File: config.mk
export PLATFORM = sky130hd
export DESIGN_NAME = lse_front
export DESIGN_NICKNAME = d
export VERILOG_FILES = /design/src/hw/rtl/lse_pkg.sv /design/src/hw/rtl/lse_front.sv
export SDC_FILE = /design/constraint.sdc
export NUM_CORES = 2
export LEC_CHECK = 0
export ABC_CLOCK_PERIOD_IN_PS = 24000
export BUFFER_PORTS_ARGS = -buffer_cell sky130_fd_sc_hd__buf_4
export CORE_AREA = 5 5 350 438
export CTS_CLUSTER_SIZE = 16
export DETAILED_ROUTE_END_ITERATION = 16
export DIE_AREA = 0 0 355 443
export SYNTH_ARGS = -nofsm -noshare
export SYNTH_HDL_FRONTEND = slang
export SYNTH_SLANG_ARGS = --single-unit
export TNS_END_PERCENT = 20
File: constraint.sdc
create_clock -name clk -period 24 [get_ports clk]
set_clock_uncertainty 0.05 [all_clocks]
set_input_delay 4.8 -clock clk [delete_from_list [all_inputs] [get_ports clk]]
set_output_delay 4.8 -clock clk [all_outputs]
set_load 0.01 [all_outputs]
File: src/hw/rtl/lse_pkg.sv
// ----------------------------------------------------------------------------
// lse_pkg
// Shared types, codes and tables of the Lagrange shape function evaluator.
// ----------------------------------------------------------------------------
package lse_pkg;

	localparam logic [2:0] KIND_SEGMENT  = 3'd0;
	localparam logic [2:0] KIND_TRIANGLE = 3'd1;
	localparam logic [2:0] KIND_SQUARE   = 3'd2;
	localparam logic [2:0] KIND_TET      = 3'd3;
	localparam logic [2:0] KIND_CUBE     = 3'd4;

	localparam logic [1:0] ORDER_LINEAR    = 2'd1;
	localparam logic [1:0] ORDER_QUADRATIC = 2'd2;

	localparam logic signed [31:0] ONE28 = 32'sd268435456;
	localparam logic signed [21:0] ONE14 = 22'sd16384;

	// per node axis indices, packed as i0 + 4*i1 + 16*i2
	localparam logic [5:0] SQ_LIN  [4]  = '{6'd0, 6'd1, 6'd5, 6'd4};
	localparam logic [5:0] SQ_QUAD [9]  = '{6'd0, 6'd2, 6'd10, 6'd8, 6'd1, 6'd6, 6'd9, 6'd4,
		6'd5};
	localparam logic [5:0] CB_LIN  [8]  = '{6'd0, 6'd1, 6'd5, 6'd4, 6'd16, 6'd17, 6'd21,
		6'd20};
	localparam logic [5:0] CB_QUAD [27] = '{6'd0, 6'd2, 6'd10, 6'd8, 6'd32, 6'd34, 6'd42,
		6'd40, 6'd1, 6'd6, 6'd9, 6'd4, 6'd16, 6'd18, 6'd26, 6'd24, 6'd33, 6'd38, 6'd41,
		6'd36, 6'd5, 6'd17, 6'd22, 6'd25, 6'd20, 6'd37, 6'd21};

	typedef struct packed {
		logic                  bad;
		logic                  simplex;
		logic                  tet;
		logic                  quad;
		logic [1:0]            dims;
		logic [4:0]            count;
		logic signed [15:0]    x;
		logic signed [15:0]    y;
		logic signed [15:0]    z;
		logic [2:0][2:0][31:0] f;
		logic [2:0][2:0][31:0] d;
	} job_t;

	function automatic logic [5:0] node_axes(input logic [1:0] dims, input logic quad,
		input logic [4:0] n);
		logic [5:0] r;
		r = '0;
		if (dims == 2'd1) begin
			r = {4'd0, n[1:0]};
		end else if (dims == 2'd2) begin
			r = quad ? SQ_QUAD[n[3:0]] : SQ_LIN[n[1:0]];
		end else begin
			r = quad ? CB_QUAD[n] : CB_LIN[n[2:0]];
		end
		return r;
	endfunction

	function automatic logic [23:0] sat24(input logic signed [39:0] v);
		logic [23:0] r;
		if (v > 40'sd8388607) begin
			r = 24'h7FFFFF;
		end else if (v < -40'sd8388608) begin
			r = 24'h800000;
		end else begin
			r = v[23:0];
		end
		return r;
	endfunction

endpackage

File: src/hw/rtl/lse_front.sv
// ----------------------------------------------------------------------------
// lse_front
// Takes items, classifies kind and order, forms the per-axis factors.
// ----------------------------------------------------------------------------
module lse_front (
	input  logic               clk,
	input  logic               arst_n,
	input  logic               start,
	output logic               busy,
	input  logic [2:0]         element_kind,
	input  logic [1:0]         poly_order,
	input  logic signed [15:0] coord_x,
	input  logic signed [15:0] coord_y,
	input  logic signed [15:0] coord_z,
	input  logic               q_full,
	output logic               push,
	output lse_pkg::job_t      job
);

	logic               v_s1;
	logic [2:0]         kind_s1;
	logic [1:0]         order_s1;
	logic signed [15:0] cx_s1, cy_s1, cz_s1;
	logic               accept;

	assign busy   = v_s1 && q_full;
	assign accept = start && !busy;
	assign push   = v_s1 && !q_full;

	always_ff @(posedge clk or negedge arst_n) begin
		if (!arst_n) begin
			v_s1 <= 1'b0;
		end else if (accept) begin
			v_s1 <= 1'b1;
		end else if (push) begin
			v_s1 <= 1'b0;
		end
	end

	always_ff @(posedge clk) begin
		if (accept) begin
			kind_s1  <= element_kind;
			order_s1 <= poly_order;
			cx_s1    <= coord_x;
			cy_s1    <= coord_y;
			cz_s1    <= coord_z;
		end
	end

	always_comb begin
		logic signed [15:0] c;
		logic signed [39:0] c2, ck, ce;
		logic [1:0]         used;
		job = '0;
		job.bad = (order_s1 != lse_pkg::ORDER_LINEAR && order_s1 != lse_pkg::ORDER_QUADRATIC)
			|| (kind_s1 > lse_pkg::KIND_CUBE);
		job.quad = (order_s1 == lse_pkg::ORDER_QUADRATIC);
		job.x = cx_s1;
		job.y = cy_s1;
		job.z = cz_s1;
		used = 2'd1;
		unique case (kind_s1)
			lse_pkg::KIND_SEGMENT: begin
				used = 2'd1;
				job.count = job.quad ? 5'd3 : 5'd2;
			end
			lse_pkg::KIND_TRIANGLE: begin
				used = 2'd2;
				job.simplex = 1'b1;
				job.count = job.quad ? 5'd6 : 5'd3;
			end
			lse_pkg::KIND_SQUARE: begin
				used = 2'd2;
				job.count = job.quad ? 5'd9 : 5'd4;
			end
			lse_pkg::KIND_TET: begin
				used = 2'd3;
				job.simplex = 1'b1;
				job.tet = 1'b1;
				job.count = job.quad ? 5'd10 : 5'd4;
			end
			default: begin
				used = 2'd3;
				job.count = job.quad ? 5'd27 : 5'd8;
			end
		endcase
		job.dims = used;
		if (job.bad) begin
			job.count = 5'd1;
		end
		for (int a = 0; a < 3; a++) begin
			c  = (a == 0) ? cx_s1 : (a == 1) ? cy_s1 : cz_s1;
			ce = 40'(c);
			c2 = ce * ce;
			ck = ce <<< 14;
			if (a >= int'(used)) begin
				job.f[a][0] = lse_pkg::ONE28;
			end else if (!job.quad) begin
				job.f[a][0] = 32'((40'sd16384 - ce) <<< 13);
				job.f[a][1] = 32'((40'sd16384 + ce) <<< 13);
				job.d[a][0] = 32'(-40'sd134217728);
				job.d[a][1] = 32'(40'sd134217728);
			end else begin
				job.f[a][0] = 32'((c2 - ck) >>> 1);
				job.f[a][1] = 32'(40'sd268435456 - c2);
				job.f[a][2] = 32'((c2 + ck) >>> 1);
				job.d[a][0] = 32'((ce - 40'sd8192) <<< 14);
				job.d[a][1] = 32'(-(ce <<< 15));
				job.d[a][2] = 32'((ce + 40'sd8192) <<< 14);
			end
		end
	end

endmodule

==> impl_metrics.py <==
metrics = {
    "status": {
        "status": "complete, no violations",
    },
    "detailed_routing": {
        "drc": 0,
        "drt-initial-drc-count": 2438,
        "detail-route-antenna-nets": 0,
        "wl_per_cell_um": 22.3,
        "wl_um": 166000,
        "viasPerCell": 4.89,
        "via_count": 36200,
        "first_pass_iters": 5,
    },
    "floorplan": {
        "core_area_um2": 149000,
        "start_util_pct": 27.7,
        "rows": 159,
        "dieHeight_um": 443,
        "die_x_um": 355,
        "ios": 694,
        "die_area_um2": 157000,
    },
    "cts": {
        "clock_path_buffers": 2,
        "cts-root-buf": "clkbuf_16",
        "htreeDepth": 2,
        "cts_resized": 0,
        "clock_latency_ns": 0.40,
        "clkSlewWorstSetupHoldPaths_ns": 0.14,
        "cts_made_buffers": 5,
        "cts_tree": "yes",
        "post_cts_buffers": 0,
        "cts.sinks": 54,
        "hold_buffers": 0,
    },
    "sta": {
        "hold_viol_final": 0,
        "period_needed_ns": 15.98,
        "slew_viol_final": 0,
        "fmax_mhz": 62.6,
        "fin_crit_sh_pct": 66.6,
        "worst_pin_slew_ns": 1.26,
        "tns_ns": 0,
        "setup_violations": 0,
        "slew_headroom_pct": 15.5,
        "grt_setup_unrepaired": "false",
    },
    "finish": {
        "fill_cells": 15900,
        "drive_above_1_share_pct": 13.0,
        "final_util_pct": 31.3,
        "area_delta_synth_final_pct": 13.2,
        "final_nets": 6661,
    },
    "synth": {
        "netlist_top_cells_count": "1,092 x inv_1, 719 x fa_1, 624 x nor2_1, 414 x ha_1, 361 x nand2_1",
        "yosys-top-cells-area": "fa_1 35%, ha_1 13%, inv_1 9.9%",
        "synth_area_um2": 41200,
        "async_flop_share_pct": 1.85,
        "synth-seq-area-share_pct": 3.92,
        "ys_warn_count": 0,
        "synth_top_area_share_pct": 34.9,
        "synth.most_common_cell": "inv_1",
        "syn_inst": 5119,
        "synthDistinctLibCells": 88,
        "synth_edf_count": 53,
        "synth_top_cell_by_area": "fa_1",
        "synth-main-ff-cell": "edfxtp_1",
        "ys_ff_latch": 54,
        "syn_area_per_cell_um2": 8.06,
    },
    "worst_setup_path": {
        "slowest_stage": "edfxtp_1",
        "required_ns": 19.15,
        "end_kind": "primary output",
        "cp_common_cell": "fa_1",
        "max_stage_delay_ns": 0.95,
        "worstPathArrival_ns": 11.13,
        "cp_max_fo": 15,
        "critPathLaunchType": "register",
        "crit_type": "reg -> out",
    },
    "grt": {
        "grt_pass1_vias": 37600,
        "grt_max_degree": 71,
        "antenna_found_initial": 4,
        "grt.overflow.total": 0,
        "track_usage_pct": 20.5,
        "grt_pass1_wl_um": 241000,
    },
    "place": {
        "portBuffers": 558,
        "place_congestion": 0.948,
        "dpl.hpwl_um": 138000,
    },
    "flow_run": {
        "maxCapViolCount": 0,
    },
    "hold_path": {
        "hp-class": "reg -> reg",
    },
}
## final timing paths
path	startpoint	endpoint	slack, ns	depth (start not counted)
max	cy_s1[8]	job[414]	8.02	29
min	v_s1	v_s1	0.84	2
max reg2reg	v_s1	cz_s1[5]	21.43	3
min reg2reg	v_s1	v_s1	0.84	2
max in group asynchronous	arst_n	v_s1	19.67	1
min in group asynchronous	arst_n	v_s1	4.12	1
## layer usage
layer,GRT usage [%],part of all wire (%)
met2,35.4,48
met1,25.0,39
met4,9.17,5.4
met5,0,0.013
met3,3.44,7.2
## cells by family (layout without fill, tap and decap cells)
family | count (synthesis) | in the layout | share of synthesized area [%]
buf+inv | 1545 | 1764 | 16.1
simple gates | 1448 | 1448 | 15.9
fa+ha+maj | 1133 | 1133 | 47.5
compound gates | 624 | 624 | 9.76
xor+xnor | 287 | 287 | 6.11
flops | 54 | 54 | 3.92
mux | 27 | 27 | 0.668
other cells | 1 | 139 | 0.00909
## critical path: cells and delay by family, from the launching register on
kind                     cells  cell delay (ns)
flip-flops                   1             0.95
AO/OA/AOI/OAI               12             4.05
AND/OR/NAND/NOR              5             1.11
adder cells (fa/ha/maj)      8             3.63
buffers and inverters        4             0.97
## through the flow
stage	setup WS, ns	instances	instance area [um^2]	hold WS (ns)
final	8.02	7408	46700	0.844
after global routing	7.23	7404	46700	0.906
after CTS	7.99	7404	46700	0.879
after detailed placement	8.49	7396	46500	0.838
after global placement	8.66	7396	46500	0.863
after floorplan	10.45	5253	41700	0.599
## cells in the final DEF (no fill, tap or decap), types with 99 or more instances in the layout
cell     count
a21oi_1    211
nand2_1    358
xnor2_1    224
o21ai_0    117
inv_1     1091
buf_4      634
ha_1       412
nor2_1     623
conb_1     135
nor3_1      99
fa_1       719
## sequential cells by signal, indices dropped and copies added, names as in the netlist
register  flops
cx_s1        16
cy_s1        16
cz_s1        16
kind_s1       3
order_s1      2
v_s1          1
## final cells by class
cell class | count | area [um^2] | area share [%]
timing repair buffer | 634 | 4760 | 10.2
clock inverter | 3 | 23.8 | 0.0509
antenna | 4 | 10.0 | 0.0214
multi-input combinational | 3654 | 33500 | 71.8
tap | 1932 | 2420 | 5.18
sequential | 54 | 1620 | 3.46
inverter | 1122 | 4210 | 9.03
clock buffer | 5 | 125 | 0.268
Power is not shown: default switching activity piles up to over one toggle a cycle in this logic, so the estimate is an artifact.
