File: src/hw/rtl/lse_pkg.sv
// ----------------------------------------------------------------------------
// lse_pkg
// Shared types, codes and tables of the Lagrange shape function evaluator.
// ----------------------------------------------------------------------------
package lse_pkg;

	localparam logic [2:0] KIND_SEGMENT  = 3'd0;
	localparam logic [2:0] KIND_TRIANGLE = 3'd1;
	localparam logic [2:0] KIND_SQUARE   = 3'd2;
	localparam logic [2:0] KIND_TET      = 3'd3;
	localparam logic [2:0] KIND_CUBE     = 3'd4;

	localparam logic [1:0] ORDER_LINEAR    = 2'd1;
	localparam logic [1:0] ORDER_QUADRATIC = 2'd2;

	localparam logic signed [31:0] ONE28 = 32'sd268435456;
	localparam logic signed [21:0] ONE14 = 22'sd16384;

	// per node axis indices, packed as i0 + 4*i1 + 16*i2
	localparam logic [5:0] SQ_LIN  [4]  = '{6'd0, 6'd1, 6'd5, 6'd4};
	localparam logic [5:0] SQ_QUAD [9]  = '{6'd0, 6'd2, 6'd10, 6'd8, 6'd1, 6'd6, 6'd9, 6'd4,
		6'd5};
	localparam logic [5:0] CB_LIN  [8]  = '{6'd0, 6'd1, 6'd5, 6'd4, 6'd16, 6'd17, 6'd21,
		6'd20};
	localparam logic [5:0] CB_QUAD [27] = '{6'd0, 6'd2, 6'd10, 6'd8, 6'd32, 6'd34, 6'd42,
		6'd40, 6'd1, 6'd6, 6'd9, 6'd4, 6'd16, 6'd18, 6'd26, 6'd24, 6'd33, 6'd38, 6'd41,
		6'd36, 6'd5, 6'd17, 6'd22, 6'd25, 6'd20, 6'd37, 6'd21};

	typedef struct packed {
		logic                  bad;
		logic                  simplex;
		logic                  tet;
		logic                  quad;
		logic [1:0]            dims;
		logic [4:0]            count;
		logic signed [15:0]    x;
		logic signed [15:0]    y;
		logic signed [15:0]    z;
		logic [2:0][2:0][31:0] f;
		logic [2:0][2:0][31:0] d;
	} job_t;

	function automatic logic [5:0] node_axes(input logic [1:0] dims, input logic quad,
		input logic [4:0] n);
		logic [5:0] r;
		r = '0;
		if (dims == 2'd1) begin
			r = {4'd0, n[1:0]};
		end else if (dims == 2'd2) begin
			r = quad ? SQ_QUAD[n[3:0]] : SQ_LIN[n[1:0]];
		end else begin
			r = quad ? CB_QUAD[n] : CB_LIN[n[2:0]];
		end
		return r;
	endfunction

	function automatic logic [23:0] sat24(input logic signed [39:0] v);
		logic [23:0] r;
		if (v > 40'sd8388607) begin
			r = 24'h7FFFFF;
		end else if (v < -40'sd8388608) begin
			r = 24'h800000;
		end else begin
			r = v[23:0];
		end
		return r;
	endfunction

endpackage

File: src/hw/rtl/lse_queue.sv
// ----------------------------------------------------------------------------
// lse_queue
// Two-entry queue of classified jobs between front and back.
// ----------------------------------------------------------------------------
module lse_queue (
	input  logic          clk,
	input  logic          arst_n,
	input  logic          push,
	input  lse_pkg::job_t din,
	input  logic          pop,
	output lse_pkg::job_t head,
	output logic          empty,
	output logic          full
);

	lse_pkg::job_t mem_q [2];
	logic          wp_q, rp_q;
	logic [1:0]    cnt_q;

	assign empty = (cnt_q == 2'd0);
	assign full  = (cnt_q == 2'd2);
	assign head  = mem_q[rp_q];

	always_ff @(posedge clk or negedge arst_n) begin
		if (!arst_n) begin
			wp_q  <= 1'b0;
			rp_q  <= 1'b0;
			cnt_q <= 2'd0;
		end else begin
			if (push) begin
				wp_q <= !wp_q;
			end
			if (pop) begin
				rp_q <= !rp_q;
			end
			cnt_q <= cnt_q + {1'b0, push} - {1'b0, pop};
		end
	end

	always_ff @(posedge clk) begin
		if (push) begin
			mem_q[wp_q] <= din;
		end
	end

endmodule

File: config.mk
export PLATFORM = sky130hd
export DESIGN_NAME = lse_queue
export DESIGN_NICKNAME = d
export VERILOG_FILES = /design/src/hw/rtl/lse_pkg.sv /design/src/hw/rtl/lse_queue.sv
export SDC_FILE = /design/constraint.sdc
export NUM_CORES = 1
export LEC_CHECK = 0
export BUFFER_PORTS_ARGS = -buffer_cell sky130_fd_sc_hd__buf_2
export CAP_MARGIN = 40
export CELL_PAD_IN_SITES_DETAIL_PLACEMENT = 1
export CELL_PAD_IN_SITES_GLOBAL_PLACEMENT = 2
export CORE_AREA = 2 2 496 498
export CTS_CLUSTER_SIZE = 8
export DETAILED_ROUTE_END_ITERATION = 16
export DIE_AREA = 0 0 498 500
export PLACE_DENSITY = 0.49
export SLEW_MARGIN = 5
export SYNTH_ARGS = -nofsm -noshare
export SYNTH_HDL_FRONTEND = slang
export SYNTH_SLANG_ARGS = --single-unit
File: constraint.sdc
create_clock -name clk -period 82.7 [get_ports clk]
set_input_delay 16.54 -clock clk [delete_from_list [all_inputs] [get_ports clk]]
set_output_delay 16.54 -clock clk [all_outputs]
set_load 0.01 [all_outputs]
==> results of run 1 <==
synth_stat cells:
library cell,instances,share of area (%)
and2_1,1,0.014
buf_2,15,0.16
buf_4,50,0.81
buf_6,6,0.15
dfrtp_1,4,0.22
edfxtp_1,1270,83
ha_1,2,0.054
inv_1,2,0.016
mux2_2,595,15
mux2_4,40,1.3
nor2_1,1,0.0081
nor2b_1,2,0.027
xor2_1,2,0.038
xor3_1,1,0.052
power groups by stage:
stage	Clock, mW	Sequential (mW)	Combinational, mW
6_report	0.673	0.887	0.649
5_1_grt	0.718	0.899	0.699
4_1_cts	0.698	0.888	0.676
3_5_place_dp	0	0.899	0.673
3_3_place_gp	0	0.899	0.659
2_1_floorplan	0	1.01	0.365
registers in the layout, summed over array words and instances, names as in the netlist:
register	count
cnt_q	2
mem_q	1270
rp_q	1
wp_q	1
path summary, 6_finish.rpt:
check,from,to
worst max-delay path,rp_q$_DFFE_PN0P_,head[489]
worst min-delay path,wp_q$_DFFE_PN0P_,wp_q$_DFFE_PN0P_
worst max register to register,wp_q$_DFFE_PN0P_,mem_q[1][541]$_DFFE_PP_
worst min register to register,wp_q$_DFFE_PN0P_,wp_q$_DFFE_PN0P_
max in group asynchronous,arst_n,rp_q$_DFFE_PN0P_
min in group asynchronous,arst_n,wp_q$_DFFE_PN0P_
worst max-delay path, delay by kind of cell, from the launching register on:
family,cells,cell delay (ns)
buffers and inverters,7,3.13
DFF,1,0.96
muxes,1,0.42
cells by family (layout without fill, tap and decap cells):
group	count (synthesis)	after routing	synth area share, %
xor+xnor	3	3	0.0895
fa+ha+maj	2	2	0.0542
buf+inv	73	1543	1.14
flops	1274	1274	82.8
mux	635	635	15.8
other cells	0	26	0
simple gates	4	4	0.0488
stage by stage:
| stage | instances | setup WS [ns] | utilization (%) | instance area [µm²] |
|---|---|---|---|---|
| floorplan | 1991 | 37.23 | - | 46200 |
| global placement | 6446 | 60.28 | 23.0 | 56300 |
| detailed placement | 6460 | 61.37 | 23.2 | 56700 |
| CTS | 6681 | 60.49 | 25.3 | 61700 |
| global route | 6687 | 60.29 | 25.3 | 61700 |
| finish | 6707 | 60.70 | 25.3 | 61800 |
routing by layer:
metal | global-route usage [%] | up-vias | wire (µm)
li1 | - | 10900 | -
met1 | 14.8 | 12700 | 64800
met2 | 21.2 | 1178 | 78500
met3 | 6.29 | 358 | 17600
met4 | 3.11 | 88 | 3660
met5 | 0 | - | 555
cell type report:
class | count | share of cell area (%)
Timing Repair Buffer | 1320 | 11.3
Clock buffer | 201 | 7.45
Sequential cell | 1274 | 61.9
Tap cell | 3220 | 6.52
Antenna cell | 26 | 0.105
Multi-Input combinational cell | 644 | 12.0
Inverter | 2 | 0.0122
Clock inverter | 20 | 0.693
==> results.sh, run 1 <==
export IMPL_p_int_mw=1.52
export IMPL_num_rows=182
export IMPL_numCtsBuffers=180
export IMPL_h_tree_depth=4
export IMPL_antenna_found_initial=126
export IMPL_firstDrtPassIters=5
export IMPL_synth_cells=1991
export IMPL_startpoint_type="flip-flop"
export IMPL_fillers=26000
export IMPL_fp_dieArea_um2=249000
export IMPL_syn_area_um2=46200
export IMPL_syn_avg_cell_area_um2=23.2
export IMPL_p_leak_nw=22.5
export IMPL_postCtsSetupRepairBufs=0
export IMPL_status="completed"
export IMPL_hold_viol_final=0
export IMPL_core_um2=244000
export IMPL_port_buffers=1275
export IMPL_min_period_over_period_pct=26.6
export IMPL_place_gp_congestion=0.805
export IMPL_yosysSeqAreaShare_pct=82.8
export IMPL_ir_drop_mv=0.0163
export IMPL_gr_total_overflow=0
export IMPL_crit_chain="buf_4 > buf_4 > buf_4 > buf_4 > buf_16 > buf_4 > mux2_2 > buf_2"
export IMPL_clk_root_buffer_cell="clkbuf_16"
export IMPL_slew_headroom_pct=35.0
export IMPL_routedWlPerCell_um=24.6
export IMPL_crit_type="reg -> out"
export IMPL_p_comb_share_pct=29.4
export IMPL_vias=25100
export IMPL_synth_nets=2632
export IMPL_dieWidth_um=498
export IMPL_grt_max_degree=129
export IMPL_maxSlewViolCount=0
export IMPL_cts_tree="built"
export IMPL_dpl_hpwl_mm=124
export IMPL_area_delta_synth_final_pct=33.9
export IMPL_drtIter0Drc=1402
export IMPL_die_h_um=500
export IMPL_p_sw_share_pct=31.3
export IMPL_final_layout_size_suffix_gt1_share_pct=62.4
export IMPL_drc=0
export IMPL_nets=4063
export IMPL_critPathMaxFanout=58
export IMPL_final_cell_mix="buf_2 (1275), edfxtp_1 (1270), mux2_2 (595)"
export IMPL_finClkSkew_ns=0.0522
export IMPL_whs_ns=0.547
export IMPL_switchingPower_mw=0.691
export IMPL_reg2regPathDepth=6
export IMPL_seq_area_um2=38200
export IMPL_worstMarginPinSlew_ns=0.975
export IMPL_final_antenna_net_count=0
export IMPL_arrival_ns=5.46
export IMPL_hp_class="reg -> reg"
export IMPL_p_seq_share_pct=40.1
export IMPL_worst_path_most_repeated_cell="buf_4"
export IMPL_multi_input_area_um2=7400
export IMPL_period_needed_ns=22.00
export IMPL_grt_usage_pct=12.8
export IMPL_whs_path_depth=1
export IMPL_ys_warn_count=0
export IMPL_maxCapViolCount=0
export IMPL_grt_pass1_wl_mm=223
export IMPL_cts_sinks=1274
export IMPL_total_power_mw=2.21
export IMPL_clk_pin_slew_ns=0.05
export IMPL_ys_types=14
export IMPL_cts_path_max_buffers=3
export IMPL_setup_violations=0
export IMPL_p_per_area_nw_per_um2=35.8
export IMPL_critPathCaptureType="output pin"
export IMPL_required_ns=66.16
export IMPL_drt_vias_per_instance=3.75
export IMPL_timing_fmax_mhz=45.4
export IMPL_start_util_pct=18.9
export IMPL_rsz0062_at_grt="false"
export IMPL_final_common_cell="buf_2"
export IMPL_grt_pass1_vias=26800
export IMPL_routed_wl_mm=165
export IMPL_p_clk_share_pct=30.5
export IMPL_regToRegSetupSlack_ns=77.78
export IMPL_critPathSlowestCell="dfrtp_4"
export IMPL_max_stage_delay_ns=0.96
export IMPL_cts_hold_buf=0
export IMPL_io_pins=1276
export IMPL_setup_tns_ns=0
export IMPL_ys_ff_latch=1274
export IMPL_insertion_delay_ns=0.82
export IMPL_post_cts_resized=0
Power figures use the tool's default switching activity.
==> inputs of run 2 (changes only) <==
--- a/config.mk
+++ b/config.mk
@@ -5,6 +5,7 @@
 export SDC_FILE = /design/constraint.sdc
 export NUM_CORES = 1
 export LEC_CHECK = 0
+export ABC_AREA = 1
 export BUFFER_PORTS_ARGS = -buffer_cell sky130_fd_sc_hd__buf_2
 export CAP_MARGIN = 40
 export CELL_PAD_IN_SITES_DETAIL_PLACEMENT = 1
@@ -13,7 +14,7 @@
 export CTS_CLUSTER_SIZE = 8
 export DETAILED_ROUTE_END_ITERATION = 16
 export DIE_AREA = 0 0 498 500
-export PLACE_DENSITY = 0.49
+export PLACE_DENSITY = 0.53
 export SLEW_MARGIN = 5
 export SYNTH_ARGS = -nofsm -noshare
 export SYNTH_HDL_FRONTEND = slang
==> constraint.sdc (replaced) <==
create_clock -name clk -period 21.3 [get_ports clk]
set_input_delay 4.26 -clock clk [delete_from_list [all_inputs] [get_ports clk]]
set_output_delay 4.26 -clock clk [all_outputs]
set_load 0.01 [all_outputs]
==> results.sh, run 2 <==
export IMPL_place_gp_congestion=0.861
export IMPL_cts_path_max_buffers=3
export IMPL_dpl_hpwl_mm=123
export IMPL_port_buffers=1275
export IMPL_num_rows=182
export IMPL_vias=30200
export IMPL_ir_drop_mv=0.101
export IMPL_p_leak_nw=25.5
export IMPL_core_um2=244000
export IMPL_dpl_cell_area_um2=57200
export IMPL_crit_type="reg -> out"
export IMPL_syn_avg_cell_area_um2=14.1
export IMPL_max_stage_delay_ns=0.92
export IMPL_maxCapViolCount=0
export IMPL_critPathSlowestCell="dfrtp_4"
export IMPL_final_layout_size_suffix_gt1_share_pct=31.8
export IMPL_largest_reg_flops=1270
export IMPL_antenna_found_initial=135
export IMPL_p_per_area_nw_per_um2=139
export IMPL_switchingPower_mw=3.04
export IMPL_drt_vias_per_instance=3.78
export IMPL_ys_async_sr_fraction_pct=0.314
export IMPL_p_sw_share_pct=35.2
export IMPL_arrival_ns=5.12
export IMPL_hp_class="reg -> reg"
export IMPL_clk_pin_slew_ns=0.05
export IMPL_final_antenna_net_count=0
export IMPL_synth_main_ff_cell="edfxtp_1"
export IMPL_grt_pass1_vias=31100
export IMPL_status="completed"
export IMPL_cts_tree="built"
export IMPL_firstDrtPassIters=7
export IMPL_numCtsBuffers=179
export IMPL_seq_area_um2=38200
export IMPL_min_period_over_period_pct=44.0
export IMPL_top_register="mem_q"
export IMPL_synth_nets=3982
export IMPL_synth_edf_count=1270
export IMPL_gr_total_overflow=0
export IMPL_hold_viol_final=0
export IMPL_syn_area_um2=47000
export IMPL_final_common_cell="buf_2"
export IMPL_synth_top_family_by_area="compound AO/OA/AOI/OAI gates"
export IMPL_slew_headroom_pct=26.3
export IMPL_fp_dieArea_um2=249000
export IMPL_period_needed_ns=9.38
export IMPL_synth_top_area_cell="edfxtp_1"
export IMPL_grt_max_degree=234
export IMPL_path_buf_inv=5
export IMPL_die_h_um=500
export IMPL_synthTopCellsByArea="edfxtp_1 (81%), o21ai_0 (6.8%), inv_1 (5.1%)"
export IMPL_insertion_delay_ns=0.79
export IMPL_synthAdderAreaFrac_pct=0.0532
export IMPL_drtIter0Drc=1785
export IMPL_area_delta_synth_final_pct=32.5
export IMPL_synth_cells=3341
export IMPL_drc=0
export IMPL_critPathMaxFanout=212
export IMPL_cts_hold_buf=0
export IMPL_synth_compound_area_share_pct=6.76
export IMPL_setup_violations=0
export IMPL_cp_top_family="buffers and inverters"
export IMPL_dieWidth_um=498
export IMPL_routed_wl_mm=167
export IMPL_yosysMostFrequentCell="edfxtp_1"
export IMPL_multi_input_area_um2=5650
export IMPL_synth_xor_area_share_pct=0.0373
export IMPL_synth_mux_area_share_pct=0
export IMPL_finClkSkew_ns=0.0645
export IMPL_rsz0062_at_grt="false"
export IMPL_final_core_util_pct=25.5
export IMPL_critPathCaptureType="output pin"
export IMPL_worstMarginPinSlew_ns=1.11
export IMPL_ys_ff_latch=1274
export IMPL_ys_types=13
export IMPL_grt_usage_pct=12.9
export IMPL_ys_warn_count=0
export IMPL_p_seq_share_pct=40.0
export IMPL_cts_sinks=1274
export IMPL_stdcell_area_um2=62300
export IMPL_synth_top_area_share_pct=81.1
export IMPL_synth_simple_area_share_pct=5.15
export IMPL_grt_pass1_wl_mm=231
export IMPL_io_pins=1276
export IMPL_clk_root_buffer_cell="clkbuf_16"
export IMPL_required_ns=17.04
export IMPL_synth_common_cells="edfxtp_1 (1270), inv_1 (642), nand2_1 (641)"
export IMPL_p_comb_share_pct=29.8
export IMPL_yosysSeqAreaShare_pct=81.3
export IMPL_timing_fmax_mhz=107
export IMPL_nets=5327
export IMPL_setup_tns_ns=0
export IMPL_routedWlPerCell_um=20.9
export IMPL_fillers=27100
export IMPL_p_clk_share_pct=30.2
export IMPL_postCtsSetupRepairBufs=0
export IMPL_maxSlewViolCount=0
export IMPL_start_util_pct=19.2
export IMPL_startpoint_type="flip-flop"
export IMPL_final_cell_mix="buf_2 (1275), edfxtp_1 (1270), inv_1 (641), nand2_1 (641), o21ai_0 (635)"
export IMPL_h_tree_depth=4
export IMPL_largestRegisters="mem_q x1270, cnt_q x2"
export IMPL_crit_chain="buf_12 > buf_4 > buf_12 > buf_4 > o21ai_0 > buf_2"
export IMPL_p_int_mw=5.60
export IMPL_post_cts_resized=0
==> run 2: cell types whose count changed in the layout (fill, tap and decap cells not counted), sizes merged, moves of 5 or more <==
| cell | previous run | this run |
|---|---|---|
| buf | 1320 | 1305 |
| clkbuf | 201 | 206 |
| nand2 | 0 | 641 |
| inv | 4 | 644 |
| o21ai | 0 | 635 |
| diode | 26 | 38 |
| mux2 | 635 | 0 |
==> run 2: stage by stage <==
step / setup slack [ns] / total power, mW / cells / hold WS, ns
detailed placement: 12.77 / 6.16 / 7725 / 0.554
global route: 11.41 / 9.15 / 7959 / 0.579
finish: 11.92 / 8.64 / 7988 / 0.568
CTS: 11.90 / 8.83 / 7950 / 0.565
global placement: 12.05 / 6.11 / 7718 / 0.529
floorplan: 3.76 / 5.00 / 3341 / 0.515
==> run 2: worst reg2reg max path, stage by stage, from the launching register on <==
cell	delay [ns]
dfrtp_1	0.43
nor2_4	0.38
buf_4	0.51
buf_12	0.28
buf_12	0.52
buf_4	0.95
buf_4	0.54
buf_16	0.32
==> run 2: worst paths after layout <==
kind                       slack (ns)                 endpoint             start  cells past startpoint
max in group asynchronous       17.83         rp_q$_DFFE_PN0P_            arst_n                      1
max reg2reg                     17.00  mem_q[0][345]$_DFFE_PP_  wp_q$_DFFE_PN0P_                      7
min in group asynchronous        3.28         wp_q$_DFFE_PN0P_            arst_n                      1
min reg2reg                      0.57         wp_q$_DFFE_PN0P_  wp_q$_DFFE_PN0P_                      1
min                              0.57         wp_q$_DFFE_PN0P_  wp_q$_DFFE_PN0P_                      1
max                             11.92                head[275]  rp_q$_DFFE_PN0P_                      6
==> run 2: layout make-up <==
class	count	share of cell area, %
antenna	38	0.153
clock buffer	206	7.39
clock inverter	19	0.679
inverter	642	3.88
multi-input combinational	1284	9.07
sequential	1274	61.4
tap	3220	6.47
timing repair buffer	1305	11.0
==> run 2: kinds of logic after synthesis <==
family / count (synthesis)
buffers and inverters: 783
xor gates and xnor gates: 2
DFF: 1274
adders and majority gates: 2
AOI/OAI and AO/OA: 635
and+or+nand+nor: 645
==> run 2: power by group through the flow <==
stage / sequential (mW) / clock, mW / combinational, mW
5_1_grt: 3.50 / 2.80 / 2.85
3_5_place_dp: 3.51 / 0 / 2.66
2_1_floorplan: 3.72 / 0 / 1.29
4_1_cts: 3.46 / 2.71 / 2.66
6_report: 3.46 / 2.61 / 2.57
3_3_place_gp: 3.49 / 0 / 2.62
==> run 2: metal layers <==
| metal | GRT usage (%) | up-vias | share of wire [%] |
|---|---|---|---|
| li1 | - | 14000 | - |
| met1 | 15.1 | 14500 | 40 |
| met2 | 20.7 | 1211 | 46 |
| met3 | 6.65 | 388 | 11 |
| met4 | 3.38 | 96 | 2.2 |
| met5 | 0 | - | 0.38 |
==> inputs of run 3 (changes only) <==
--- a/config.mk
+++ b/config.mk
@@ -5,16 +5,16 @@
 export SDC_FILE = /design/constraint.sdc
 export NUM_CORES = 1
 export LEC_CHECK = 0
-export ABC_AREA = 1
+export ABC_AREA = 0
 export BUFFER_PORTS_ARGS = -buffer_cell sky130_fd_sc_hd__buf_2
 export CAP_MARGIN = 40
 export CELL_PAD_IN_SITES_DETAIL_PLACEMENT = 1
 export CELL_PAD_IN_SITES_GLOBAL_PLACEMENT = 2
-export CORE_AREA = 2 2 496 498
+export CORE_AREA = 2 2 500 502
 export CTS_CLUSTER_SIZE = 8
 export DETAILED_ROUTE_END_ITERATION = 16
-export DIE_AREA = 0 0 498 500
-export PLACE_DENSITY = 0.53
+export DIE_AREA = 0 0 502 504
+export PLACE_DENSITY = 0.48
 export SLEW_MARGIN = 5
 export SYNTH_ARGS = -nofsm -noshare
 export SYNTH_HDL_FRONTEND = slang
==> constraint.sdc (replaced) <==
create_clock -name clk -period 9 [get_ports clk]
set_input_delay 1.8 -clock clk [delete_from_list [all_inputs] [get_ports clk]]
set_output_delay 1.8 -clock clk [all_outputs]
set_load 0.01 [all_outputs]
==> results.sh, run 3 (same netlist as run 1, synthesis figures left out) <==
export IMPL_slew_headroom_pct=4.76
export IMPL_dp_cells=6559
export IMPL_io_pins=1276
export IMPL_final_layout_size_suffix_gt1_share_pct=62.3
export IMPL_antenna_found_initial=143
export IMPL_dpl_hpwl_mm=127
export IMPL_dpl_cell_area_um2=56600
export IMPL_fillers=26300
export IMPL_multi_input_area_um2=7400
export IMPL_seq_area_um2=38200
export IMPL_routed_wl_mm=170
export IMPL_post_cts_resized=0
export IMPL_cts_sinks=1274
export IMPL_insertion_delay_ns=0.80
export IMPL_crit_type="reg -> out"
export IMPL_stdcell_area_um2=61700
export IMPL_fp_dieArea_um2=253000
export IMPL_dieWidth_um=502
export IMPL_critPathCaptureType="output pin"
export IMPL_final_common_cell="buf_2"
export IMPL_setup_ws_ns=3.49
export IMPL_maxCapViolCount=0
export IMPL_min_period_over_period_pct=61.2
export IMPL_h_tree_depth=4
export IMPL_grt_max_degree=137
export IMPL_cts_hold_buf=0
export IMPL_vias=25100
export IMPL_final_antenna_net_count=0
export IMPL_instances_no_fill=6802
export IMPL_drtIter0Drc=1439
export IMPL_port_buffers=1275
export IMPL_grt_usage_pct=12.9
export IMPL_ir_drop_mv=0.194
export IMPL_whs_ns=0.550
export IMPL_start_util_pct=18.6
export IMPL_drt_vias_per_instance=3.69
export IMPL_routedWlPerCell_um=24.9
export IMPL_required_ns=7.20
export IMPL_timing_fmax_mhz=182
export IMPL_nets=4051
export IMPL_period_needed_ns=5.51
export IMPL_die_h_um=504
export IMPL_setup_tns_ns=0
export IMPL_critPathMaxFanout=126
export IMPL_largest_reg_flops=1270
export IMPL_cts_tree="built"
export IMPL_p_per_area_nw_per_um2=327
export IMPL_largestRegisters="mem_q x1270, cnt_q x2"
export IMPL_numCtsBuffers=179
export IMPL_status="completed"
export IMPL_rsz0062_at_grt="false"
export IMPL_hp_class="reg -> reg"
export IMPL_clk_root_buffer_cell="clkbuf_16"
export IMPL_arrival_ns=3.71
export IMPL_drc=0
export IMPL_grt_pass1_wl_mm=226
export IMPL_place_ws_ns=4.32
export IMPL_firstDrtPassIters=5
export IMPL_worstMarginPinSlew_ns=1.43
export IMPL_p_leak_nw=22.3
export IMPL_clk_pin_slew_ns=0.05
export IMPL_final_cell_mix="buf_2 (1275), edfxtp_1 (1270), mux2_2 (595)"
export IMPL_finClkSkew_ns=0.0536
export IMPL_hold_viol_final=0
export IMPL_gr_total_overflow=0
export IMPL_final_core_util_pct=24.9
export IMPL_place_gp_congestion=0.809
export IMPL_grt_pass1_vias=26800
export IMPL_top_register="mem_q"
export IMPL_postCtsSetupRepairBufs=0
export IMPL_total_power_mw=20.2
export IMPL_core_um2=248000
export IMPL_cts_path_max_buffers=3
export IMPL_startpoint_type="flip-flop"
export IMPL_num_rows=183
export IMPL_area_delta_synth_final_pct=33.6
export IMPL_maxSlewViolCount=0
export IMPL_setup_violations=0
==> run 3: report_power, final <==
group	switching [mW]	internal [mW]
logic	3.48	2.37
clock network	2.56	3.61
registers	0.277	7.88
==> run 3: final cells by class <==
class                           instances  area share, %
Inverter                                2         0.0122
Multi-Input combinational cell        644           12.0
Antenna cell                           29          0.118
Clock inverter                         19          0.645
Clock buffer                          195           7.43
Timing Repair Buffer                 1309           11.0
Tap cell                             3330           6.76
Sequential cell                      1274           62.0
==> run 3: worst max-delay path: stages (launching register included) <==
cell     delay, ns
dfrtp_4       0.94
buf_12        0.51
buf_4         0.52
mux2_2        0.39
buf_2         0.16
==> run 3: routing by layer <==
metal / routed length (µm) / vias to the layer above / share of wire [%] / track usage, %
met2: 77600 / 1179 / 46 / 20.7
li1: - / 10800 / - / -
met5: 607 / - / 0.36 / 0
met3: 18800 / 387 / 11 / 6.15
met4: 3760 / 96 / 2.2 / 3.11
met1: 68700 / 12600 / 41 / 15.5
==> run 3: worst paths after layout <==
path                                  startpoint                       to  slack [ns]  cells after the start
worst max-delay path            rp_q$_DFFE_PN0P_                head[556]        3.49                      4
worst min-delay path            wp_q$_DFFE_PN0P_         wp_q$_DFFE_PN0P_        0.55                      1
worst max register to register  wp_q$_DFFE_PN0P_  mem_q[1][202]$_DFFE_PP_        5.88                      3
worst min register to register  wp_q$_DFFE_PN0P_         wp_q$_DFFE_PN0P_        0.55                      1
max in group asynchronous                 arst_n         rp_q$_DFFE_PN0P_        8.05                      1
min in group asynchronous                 arst_n         wp_q$_DFFE_PN0P_        0.80                      1
